<file path="src/rmts_pkg.sv">
// ----------------------------------------------------------------------------
// rmts_pkg
// shared widths, codes and record types of the rate monotonic task scheduler
// ----------------------------------------------------------------------------
package rmts_pkg;

  localparam int CMD_W      = 2;
  localparam int ID_W       = 15;
  localparam int PER_W      = 16;
  localparam int CMP_W      = 16;
  localparam int WGT_W      = 10;
  localparam int TIME_W     = 32;
  localparam int STAT_W     = 3;
  localparam int CNT_OUT_W  = 5;
  localparam int SCALE_W    = 10;
  localparam int DVD_W      = CMP_W + SCALE_W;
  localparam int IN_DATA_W  = 48;
  localparam int OUT_DATA_W = 40;

  // compute is scaled to thousandths before the divide
  localparam logic [SCALE_W-1:0] MS_SCALE    = 10'd1000;
  localparam logic [WGT_W-1:0]   LIMIT_RESET = 10'd693;

  typedef enum logic [CMD_W-1:0] {
    CMD_REGISTER   = 2'd0,
    CMD_YIELD      = 2'd1,
    CMD_DEREGISTER = 2'd2,
    CMD_TICK       = 2'd3
  } cmd_e;

  typedef enum logic [STAT_W-1:0] {
    ST_OK        = 3'd0,
    ST_REFUSED   = 3'd1,
    ST_FULL      = 3'd2,
    ST_NOT_FOUND = 3'd3,
    ST_DUPLICATE = 3'd4
  } status_e;

  // one entry of the task table memory
  typedef struct packed {
    logic [ID_W-1:0]   id;
    logic [PER_W-1:0]  period;
    logic [WGT_W-1:0]  weight;
    logic [TIME_W-1:0] rel_time;
  } slot_rec_t;

  typedef struct packed {
    logic             start;
    logic [DVD_W-1:0] dividend;
    logic [PER_W-1:0] divisor;
  } div_req_t;

  typedef struct packed {
    logic             done;
    logic [DVD_W-1:0] quotient;
  } div_rsp_t;

endpackage

</file>
<file path="src/rmts_div.sv">
// ----------------------------------------------------------------------------
// rmts_div
// restoring divider, one quotient bit per cycle
// ----------------------------------------------------------------------------
module rmts_div (
  input  logic               clk_i,
  input  logic               rst_ni,
  input  rmts_pkg::div_req_t req_i,
  output rmts_pkg::div_rsp_t rsp_o
);
  import rmts_pkg::*;

  localparam int STEP_W = $clog2(DVD_W + 1);

  logic [PER_W-1:0]  rem_q, rem_d;
  logic [DVD_W-1:0]  quo_q, quo_d;
  logic [PER_W-1:0]  dvs_q;
  logic [STEP_W-1:0] step_q;
  logic              done_q;
  logic [PER_W:0]    rem_sh;
  logic [PER_W:0]    diff;

  always_comb begin
    rem_sh = {rem_q, quo_q[DVD_W-1]};
    diff   = rem_sh - {1'b0, dvs_q};
    if (!diff[PER_W]) begin
      rem_d = diff[PER_W-1:0];
      quo_d = {quo_q[DVD_W-2:0], 1'b1};
    end else begin
      rem_d = rem_sh[PER_W-1:0];
      quo_d = {quo_q[DVD_W-2:0], 1'b0};
    end
  end

  always_ff @(posedge clk_i) begin
    if (req_i.start) begin
      rem_q <= '0;
      quo_q <= req_i.dividend;
      dvs_q <= req_i.divisor;
    end else if (step_q != '0) begin
      rem_q <= rem_d;
      quo_q <= quo_d;
    end
  end

  always_ff @(posedge clk_i or negedge rst_ni) begin
    if (!rst_ni) begin
      step_q <= '0;
      done_q <= 1'b0;
    end else begin
      done_q <= (step_q == STEP_W'(1)) && !req_i.start;
      if (req_i.start) begin
        step_q <= STEP_W'(DVD_W);
      end else if (step_q != '0) begin
        step_q <= step_q - STEP_W'(1);
      end
    end
  end

  assign rsp_o.done     = done_q;
  assign rsp_o.quotient = quo_q;

endmodule

</file>
<file path="src/rate_monotonic_task_scheduler.sv">
// ----------------------------------------------------------------------------
// rate_monotonic_task_scheduler
// rate monotonic task scheduler with utilization admission and a task table
// ----------------------------------------------------------------------------
// each request carries one command in tuser: register, yield, deregister or a
// one millisecond tick, and gives exactly one result. the block walks the
// task table held in a memory, one slot per cycle: a first walk looks up the
// id, finds the lowest free slot and, on a tick, readies every armed task
// whose release has come; a second walk picks the awake task with the
// smallest period (lowest slot on a tie) as the running task.
// a register of a new id with a nonzero period also runs the weight
// floor(compute*1000/period)+1 through a bit-serial divider. the next request
// is taken as soon as the result sits in the output register. the admission
// limit is to be written through the cfg port only while no request is in
// flight; the block itself does not enforce this. a refused register changes
// nothing; ids already in the table are refused.
// ----------------------------------------------------------------------------
module rate_monotonic_task_scheduler #(
  parameter int MAX_TASKS = 16
) (
  input  logic                               clk_i,
  input  logic                               rst_ni,
  // request stream
  input  logic                               s_axis_tvalid,
  output logic                               s_axis_tready,
  // [14:0] task_id, [30:15] period_ms, [46:31] compute_ms, [47] zero
  input  logic [rmts_pkg::IN_DATA_W-1:0]     s_axis_tdata,
  // [1:0] command
  input  logic [rmts_pkg::CMD_W-1:0]         s_axis_tuser,
  // result stream
  output logic                               m_axis_tvalid,
  input  logic                               m_axis_tready,
  // [2:0] status, [3] running_valid, [18:4] running_id,
  // [28:19] utilization_total, [33:29] task_count, [39:34] zero
  output logic [rmts_pkg::OUT_DATA_W-1:0]    m_axis_tdata,
  // admission limit write
  input  logic                               cfg_valid_i,
  output logic                               cfg_ready_o,
  input  logic [rmts_pkg::WGT_W-1:0]         cfg_data_i
);
  import rmts_pkg::*;

  localparam int IDX_W  = $clog2(MAX_TASKS);
  localparam int CNT_W  = $clog2(MAX_TASKS + 1);
  localparam int WSUM_W = DVD_W + 1;
  localparam logic [IDX_W:0] SCAN_END = (IDX_W + 1)'(MAX_TASKS);

  typedef enum logic [6:0] {
    S_IDLE  = 7'b0000001,
    S_SCAN  = 7'b0000010,
    S_MUL   = 7'b0000100,
    S_DIV   = 7'b0001000,
    S_APPLY = 7'b0010000,
    S_DISP  = 7'b0100000,
    S_FIN   = 7'b1000000
  } state_e;

  state_e state_q, state_d;

  // latched request
  cmd_e             cmd_q;
  logic [ID_W-1:0]  id_q;
  logic [PER_W-1:0] per_q;
  logic [CMP_W-1:0] cmp_q;
  status_e          status_q;

  // block state
  logic [WGT_W-1:0]     limit_q;
  logic [TIME_W-1:0]    time_q;
  logic [WGT_W-1:0]     wsum_q;
  logic [CNT_W-1:0]     cnt_q;
  logic [MAX_TASKS-1:0] valid_q;
  logic [MAX_TASKS-1:0] armed_q;
  logic [MAX_TASKS-1:0] awake_q;

  // task table memory
  slot_rec_t mem_q [MAX_TASKS];
  slot_rec_t rd_rec_q;
  slot_rec_t wr_rec;
  logic [IDX_W-1:0] rd_addr, wr_addr, rd_idx_q;
  logic             rd_vld_q, mem_we;

  // table walk
  logic [IDX_W:0] scan_cnt_q;
  logic           scanning, issue, scan_done;
  logic           el_valid, el_match, el_free, el_due, el_better;
  logic [TIME_W-1:0] age;

  // lookup results
  logic             found_q, free_found_q;
  logic [IDX_W-1:0] fidx_q, free_idx_q;
  slot_rec_t        frec_q;

  // dispatch results
  logic             best_found_q;
  logic [PER_W-1:0] best_per_q;
  logic [ID_W-1:0]  best_id_q;

  // weight path
  logic [DVD_W-1:0]  prod_q;
  logic              div_start_q;
  div_req_t          div_req;
  div_rsp_t          div_rsp;
  logic [WSUM_W-1:0] weight, new_sum;
  logic              over, reg_ok;

  // output register
  logic                  m_tvalid_q;
  logic [OUT_DATA_W-1:0] m_data_q;
  logic [CNT_W+CNT_OUT_W-1:0] cnt_ext;

  logic s_acc, out_free;

  assign s_axis_tready = (state_q == S_IDLE);
  assign s_acc         = s_axis_tvalid && s_axis_tready;
  assign cfg_ready_o   = 1'b1;
  assign out_free      = !m_tvalid_q || m_axis_tready;

  // walk control: issue one read per cycle, handle the slot in the cycle after its read
  assign scanning  = (state_q == S_SCAN) || (state_q == S_DISP);
  assign issue     = scanning && (scan_cnt_q != SCAN_END);
  assign rd_addr   = issue ? scan_cnt_q[IDX_W-1:0] : '0;
  assign scan_done = scanning && !issue && !rd_vld_q;

  // per slot decisions on the slot that came back from memory
  assign age       = time_q - rd_rec_q.rel_time;
  assign el_valid  = rd_vld_q && valid_q[rd_idx_q];
  assign el_match  = el_valid && (rd_rec_q.id == id_q);
  assign el_free   = rd_vld_q && !valid_q[rd_idx_q];
  // release reached when the wrapped difference is not negative
  assign el_due    = el_valid && armed_q[rd_idx_q] && !age[TIME_W-1];
  // strict compare keeps the lowest slot on equal periods
  assign el_better = el_valid && awake_q[rd_idx_q] &&
                     (!best_found_q || (rd_rec_q.period < best_per_q));

  // admission check on the divider result
  assign weight  = {1'b0, div_rsp.quotient} + WSUM_W'(1);
  assign new_sum = WSUM_W'(wsum_q) + weight;
  assign over    = new_sum > WSUM_W'(limit_q);
  assign reg_ok  = (cmd_q == CMD_REGISTER) && !over && free_found_q;

  assign div_req.start    = div_start_q;
  assign div_req.dividend = prod_q;
  assign div_req.divisor  = per_q;

  rmts_div u_div (
    .clk_i  (clk_i),
    .rst_ni (rst_ni),
    .req_i  (div_req),
    .rsp_o  (div_rsp)
  );

  // sequencer
  always_comb begin
    state_d = state_q;
    case (state_q)
      S_IDLE: begin
        if (s_acc) state_d = S_SCAN;
      end
      S_SCAN: begin
        if (scan_done) begin
          case (cmd_q)
            CMD_REGISTER: begin
              state_d = (found_q || (per_q == '0)) ? S_DISP : S_MUL;
            end
            CMD_YIELD, CMD_DEREGISTER: begin
              state_d = found_q ? S_APPLY : S_DISP;
            end
            default: state_d = S_DISP;
          endcase
        end
      end
      S_MUL: state_d = S_DIV;
      S_DIV: begin
        if (div_rsp.done) state_d = S_APPLY;
      end
      S_APPLY: state_d = S_DISP;
      S_DISP: begin
        if (scan_done) state_d = S_FIN;
      end
      S_FIN: begin
        if (out_free) state_d = S_IDLE;
      end
      default: state_d = S_IDLE;
    endcase
  end

  // table write: new entry on register, new release on yield
  always_comb begin
    mem_we  = (state_q == S_APPLY) && (reg_ok || (cmd_q == CMD_YIELD));
    wr_addr = (cmd_q == CMD_REGISTER) ? free_idx_q : fidx_q;
    wr_rec  = frec_q;
    if (cmd_q == CMD_REGISTER) begin
      wr_rec.id       = id_q;
      wr_rec.period   = per_q;
      wr_rec.weight   = weight[WGT_W-1:0];
      wr_rec.rel_time = time_q;
    end else begin
      wr_rec.rel_time = frec_q.rel_time + TIME_W'(frec_q.period);
    end
  end

  always_ff @(posedge clk_i) begin
    if (mem_we) mem_q[wr_addr] <= wr_rec;
    rd_rec_q <= mem_q[rd_addr];
  end

  // payload registers
  always_ff @(posedge clk_i) begin
    if (s_acc) begin
      id_q  <= s_axis_tdata[14:0];
      per_q <= s_axis_tdata[30:15];
      cmp_q <= s_axis_tdata[46:31];
    end
    if (state_q == S_SCAN && el_match) begin
      fidx_q <= rd_idx_q;
      frec_q <= rd_rec_q;
    end
    if (state_q == S_SCAN && el_free && !free_found_q) begin
      free_idx_q <= rd_idx_q;
    end
    if (state_q == S_MUL) begin
      prod_q <= DVD_W'(cmp_q) * DVD_W'(MS_SCALE);
    end
    if (state_q == S_DISP && el_better) begin
      best_per_q <= rd_rec_q.period;
    end
    rd_idx_q <= scan_cnt_q[IDX_W-1:0];
  end

  assign cnt_ext = {{CNT_OUT_W{1'b0}}, cnt_q};

  // control state
  always_ff @(posedge clk_i or negedge rst_ni) begin
    if (!rst_ni) begin
      state_q      <= S_IDLE;
      cmd_q        <= CMD_REGISTER;
      status_q     <= ST_OK;
      limit_q      <= LIMIT_RESET;
      time_q       <= '0;
      wsum_q       <= '0;
      cnt_q        <= '0;
      valid_q      <= '0;
      armed_q      <= '0;
      awake_q      <= '0;
      scan_cnt_q   <= '0;
      rd_vld_q     <= 1'b0;
      found_q      <= 1'b0;
      free_found_q <= 1'b0;
      best_found_q <= 1'b0;
      best_id_q    <= '0;
      div_start_q  <= 1'b0;
      m_tvalid_q   <= 1'b0;
      m_data_q     <= '0;
    end else begin
      state_q     <= state_d;
      rd_vld_q    <= issue;
      div_start_q <= (state_q == S_MUL);

      if (cfg_valid_i) limit_q <= cfg_data_i;

      if (state_q != state_d) begin
        scan_cnt_q <= '0;
      end else if (issue) begin
        scan_cnt_q <= scan_cnt_q + (IDX_W + 1)'(1);
      end

      if (s_acc) begin
        cmd_q        <= cmd_e'(s_axis_tuser);
        status_q     <= ST_OK;
        found_q      <= 1'b0;
        free_found_q <= 1'b0;
        if (cmd_e'(s_axis_tuser) == CMD_TICK) time_q <= time_q + TIME_W'(1);
      end

      // first walk: lookup, free slot, releases on a tick
      if (state_q == S_SCAN) begin
        if (el_match) found_q <= 1'b1;
        if (el_free) free_found_q <= 1'b1;
        if (el_due && cmd_q == CMD_TICK) begin
          armed_q[rd_idx_q] <= 1'b0;
          awake_q[rd_idx_q] <= 1'b1;
        end
        if (scan_done) begin
          case (cmd_q)
            CMD_REGISTER: begin
              if (found_q) begin
                status_q <= ST_DUPLICATE;
              end else if (per_q == '0) begin
                status_q <= ST_REFUSED;
              end
            end
            CMD_YIELD, CMD_DEREGISTER: begin
              if (!found_q) status_q <= ST_NOT_FOUND;
            end
            default: status_q <= ST_OK;
          endcase
        end
      end

      if (state_q == S_APPLY) begin
        case (cmd_q)
          CMD_REGISTER: begin
            if (over) begin
              status_q <= ST_REFUSED;
            end else if (!free_found_q) begin
              status_q <= ST_FULL;
            end else begin
              valid_q[free_idx_q] <= 1'b1;
              armed_q[free_idx_q] <= 1'b0;
              awake_q[free_idx_q] <= 1'b0;
              wsum_q              <= new_sum[WGT_W-1:0];
              cnt_q               <= cnt_q + CNT_W'(1);
            end
          end
          CMD_YIELD: begin
            armed_q[fidx_q] <= 1'b1;
            awake_q[fidx_q] <= 1'b0;
          end
          CMD_DEREGISTER: begin
            valid_q[fidx_q] <= 1'b0;
            armed_q[fidx_q] <= 1'b0;
            wsum_q          <= wsum_q - frec_q.weight;
            cnt_q           <= cnt_q - CNT_W'(1);
          end
          default: status_q <= ST_OK;
        endcase
      end

      // second walk: pick the running task
      if (state_d == S_DISP && state_q != S_DISP) begin
        best_found_q <= 1'b0;
        best_id_q    <= '0;
      end else if (state_q == S_DISP && el_better) begin
        best_found_q <= 1'b1;
        best_id_q    <= rd_rec_q.id;
      end

      // result register
      if (state_q == S_FIN && out_free) begin
        m_tvalid_q <= 1'b1;
        m_data_q   <= {6'b0, cnt_ext[CNT_OUT_W-1:0], wsum_q, best_id_q, best_found_q,
                       status_q};
      end else if (m_axis_tready) begin
        m_tvalid_q <= 1'b0;
      end
    end
  end

  assign m_axis_tvalid = m_tvalid_q;
  assign m_axis_tdata  = m_data_q;

endmodule

</file>
<file path="config.mk">
export PLATFORM = sky130hd
export DESIGN_NAME = rate_monotonic_task_scheduler
export DESIGN_NICKNAME = d
export VERILOG_FILES = /design/src/rmts_pkg.sv /design/src/rmts_div.sv /design/src/rate_monotonic_task_scheduler.sv
export SDC_FILE = /design/constraint.sdc
export NUM_CORES = 2
export LEC_CHECK = 0
export ABC_CLOCK_PERIOD_IN_PS = 8980
export BUFFER_PORTS_ARGS = -buffer_cell sky130_fd_sc_hd__buf_2
export CAP_MARGIN = 40
export CELL_PAD_IN_SITES_DETAIL_PLACEMENT = 1
export CELL_PAD_IN_SITES_GLOBAL_PLACEMENT = 2
export CORE_ASPECT_RATIO = 0.7
export CORE_UTILIZATION = 30
export CTS_BUF_LIST = sky130_fd_sc_hd__clkbuf_4
export CTS_CLUSTER_SIZE = 16
export DETAILED_ROUTE_END_ITERATION = 16
export PLACE_DENSITY_LB_ADDON = 0.12
export SYNTH_ARGS = -nofsm -noshare
export SYNTH_HDL_FRONTEND = slang
export SYNTH_SLANG_ARGS = --single-unit
</file>
<file path="constraint.sdc">
create_clock -name clk_i -period 8.98 [get_ports clk_i]
set_input_delay 0.898 -clock clk_i [delete_from_list [all_inputs] [get_ports clk_i]]
set_output_delay 0.898 -clock clk_i [all_outputs]
set_load 0.05 [all_outputs]
</file>
==> impl_results.md <==
- Outcome: finished with violations
- Failing checks: design-rule violations
- CTS H-tree lvls: 5
- Grt total ovfl: 0
- Synth Cell Area: 71800 um^2
- Critical Path AT: 7630 ps
- Clk root buf: clkbuf_4
- Largest net degree at the start of global routing: about 130
- Placed inst area: 77200 um^2
- RSZ-0062 raised after global routing: false
- Layout cells sized above 1: 0.259
- Overall die width: between 500 and 600 um
- Antenna violations before repair: 13
- Routed WL: between 200000 and 250000 um
- Sw frac: 0.313
- Sequential share of power: 0.441
- PwrDens: 250 nW/um^2
- Clock tree from TritonCTS: built
- Hold Crit Class: input pin to asynchronous set/reset pin
- Core ar.: 237000 um^2
- Max_cap viols: 0
- Clock share of power: 0.324
- CTS Buffer Depth: 4
- Actual slew at the worst max-slew pin: ~950 ps
- Commonest cells after routing, fill and taps aside: edfxtp_1 (1377), clkbuf_4 (659), o21ai_0 (316)
- Final period util: 0.756
- Fin area: 83700 um^2
- Slew margin rel.: 0.364
- Crit path launch type: flop
- DRT iter0 DRCs: about 2700
- Final Core Density: 0.354
- Fillers: between 20000 and 25000
- Clock transition at path regs: 80 ps
- Crit path time final: ~6800 ps
- Total internal power: about 14 mW
- Setup CP Type: flop to flop
- Worst vdd ir: around 0.26 mV
- WP data required: 9820 ps
- Drt pass-1 iters: 11
- Synth Instances: roughly 4700
- DR WL/cell: between 20 and 25 um
- Gpl congestion: 0.774
- Total Neg Setup Slack: 0 ps
- Clk sink count: approximately 1700
- Worst Skew: 136 ps
- Leakage: 29.5 nW
- CTS Buf Count: between 400 and 500
- Max Slew Vio Count: 0
- CP endpoint kind: flop
- DR vias: between 40000 and 50000
- Top Ports: 108
- ANT nets after route: 0
- Placement row count: 149
- Number of global-route vias before repair: 45845
- Most common cell after layout, fill and taps aside: edfxtp_1
- Worst-path fanout max: 37
- Seq cells post-synth: roughly 1700
- Die ar.: ~240000 um^2
- FMAX: 147 MHz
- Port bufs: between 90 and 100
- Comb power frac: 0.234
- Yosys cell types: 84
- Sequential area share after synthesis: 0.666
- Final net count: 5503
- Switch Pwr: between 6 and 7 mW
- GRT Util Overall: 0.179
- Fraction of registers with async set/reset: 0.111
- Initial Utilization: 0.303
- First-pass GRT wire length: roughly 320000 um
- Post-synth top flop: edfxtp_1
- Die height: about 400 um
- DP Wirelength: 125000 um
- Skew-Pair Late Insertion Delay: 1320 ps
- WHS: 204 ps
- DRC: 12
- Final setup vio count: 0
- Synth-to-layout area growth: 16.7%
- Fin. Hold Viols: 0
- Synth warn: 0
- EDFF count, synth: between 1000 and 1500
- Via-to-Cell Ratio: about 5
- Synth Area per Inst: 15.4 um^2
-- critical path, cell delays in order, from the launching register on --
cell and delay (ps):
edfxtp_1 490, nand4_1 590, nor2_2 600, nand2_1 130, xnor2_1 460, ha_1 280, a21oi_1 80, nand2_1 90
o21ai_0 140, a21o_1 310, nor2_1 230, nand4_1 120, o31ai_1 680, nand3_1 230, o21ai_0 660, a31oi_1 190
buf_4 220, nor2_4 110, buf_4 660
-- area by class of cell --
type,count,area [um^2],area share
Sequential cell,1653,47800,0.571
Clock buffer,659,4950,0.0591
Timing Repair Buffer,327,2980,0.0356
Antenna cell,9,22.5,0.000269
Tap cell,3171,3970,0.0474
Inverter,236,892,0.0107
Multi-Input combinational cell,2554,22400,0.268
Clock inverter,136,696,0.00831
-- flip-flops by register name, summed over array words and instances (netlist names), 16 cells and up --
signal / flops
u_div.dvs_q: 16
rd_rec_q: 73
u_div.rem_q: 16
prod_q: 23
time_q: 32
u_div.quo_q: 26
best_per_q: 16
m_axis_tdata: 34
awake_q: 16
valid_q: 16
armed_q: 16
cmp_q: 16
mem_q: 1168
frec_q: 73
per_q: 16
-- kinds of logic after synthesis --
family,share of synthesized area
other cells,0.000105
xor+xnor,0.0184
flops,0.666
compound gates,0.0647
mux,0.117
fa+ha+maj,0.0470
simple gates,0.0618
buf+inv,0.0252
-- cell usage after synthesis (all sizes together), types with 99 or more instances --
cell type | n | area share
nor3 | 109 | 0.0078
edfxtp | 1377 | 0.58
inv | 236 | 0.012
xnor2 | 99 | 0.012
ha | 175 | 0.031
dfrtp | 176 | 0.061
nor2 | 136 | 0.0071
nand2 | 274 | 0.014
clkbuf | 171 | 0.0090
mux4 | 234 | 0.073
mux2 | 173 | 0.027
mux2i | 113 | 0.016
a21oi | 103 | 0.0073
o21ai | 333 | 0.023
-- per-layer routing --
| layer | global-route usage | vias up | routed length, um |
|---|---|---|---|
| met2 | 0.260 | 901 | 91400 |
| met3 | 0.0322 | 326 | 9180 |
| met5 | 0 | - | 27 |
| li1 | - | 19286 | - |
| met1 | 0.273 | 22492 | 111000 |
| met4 | 0.0483 | 4 | 4760 |
-- through the flow --
step	total power, mW	setup WS (ps)	instances
finish	20.9	2190	8745
global route	22.2	1730	8743
CTS	21.3	2040	8735
detailed placement	14.3	2100	7859
global placement	14.2	2110	7821
floorplan	12.6	1510	4669
-- path summary, 6_finish.rpt --
kind                                              startpoint                 endpoint  slack, ps  cells after the start
worst max-delay path            u_div.quo_q[2]$_SDFFCE_PP0P_  mem_q[13][67]$_DFFE_PP_       2190                     18
worst min-delay path                                  rst_ni   valid_q[7]$_DFFE_PN0P_        200                      2
worst max register to register  u_div.quo_q[2]$_SDFFCE_PP0P_  mem_q[13][67]$_DFFE_PP_       2190                     18
worst min register to register          rd_rec_q[36]$_DFF_P_     frec_q[36]$_DFFE_PP_        400                      0
max in group asynchronous                             rst_ni   time_q[17]$_DFFE_PN0P_       7350                      3
min in group clk_i                          s_axis_tdata[16]       per_q[1]$_DFFE_PP_        280                      2
-- power by group through the flow --
stage / Combinational [mW] / Clock, mW / Sequential (mW)
6_report: 4.90 / 6.78 / 9.23
5_1_grt: 5.53 / 7.41 / 9.24
4_1_cts: 5.00 / 7.07 / 9.23
3_5_place_dp: 4.95 / 0 / 9.40
3_3_place_gp: 4.84 / 0 / 9.40
2_1_floorplan: 3.29 / 0 / 9.33
-- timing repair --
action,4_1_cts,5_1_grt
hold endpoints to repair,140,0
setup endpoints to repair,0,0
hold buffers,81,0
buffers inserted,0,0
resized for setup,0,0
Note: power is estimated with default switching activity, not from simulation.
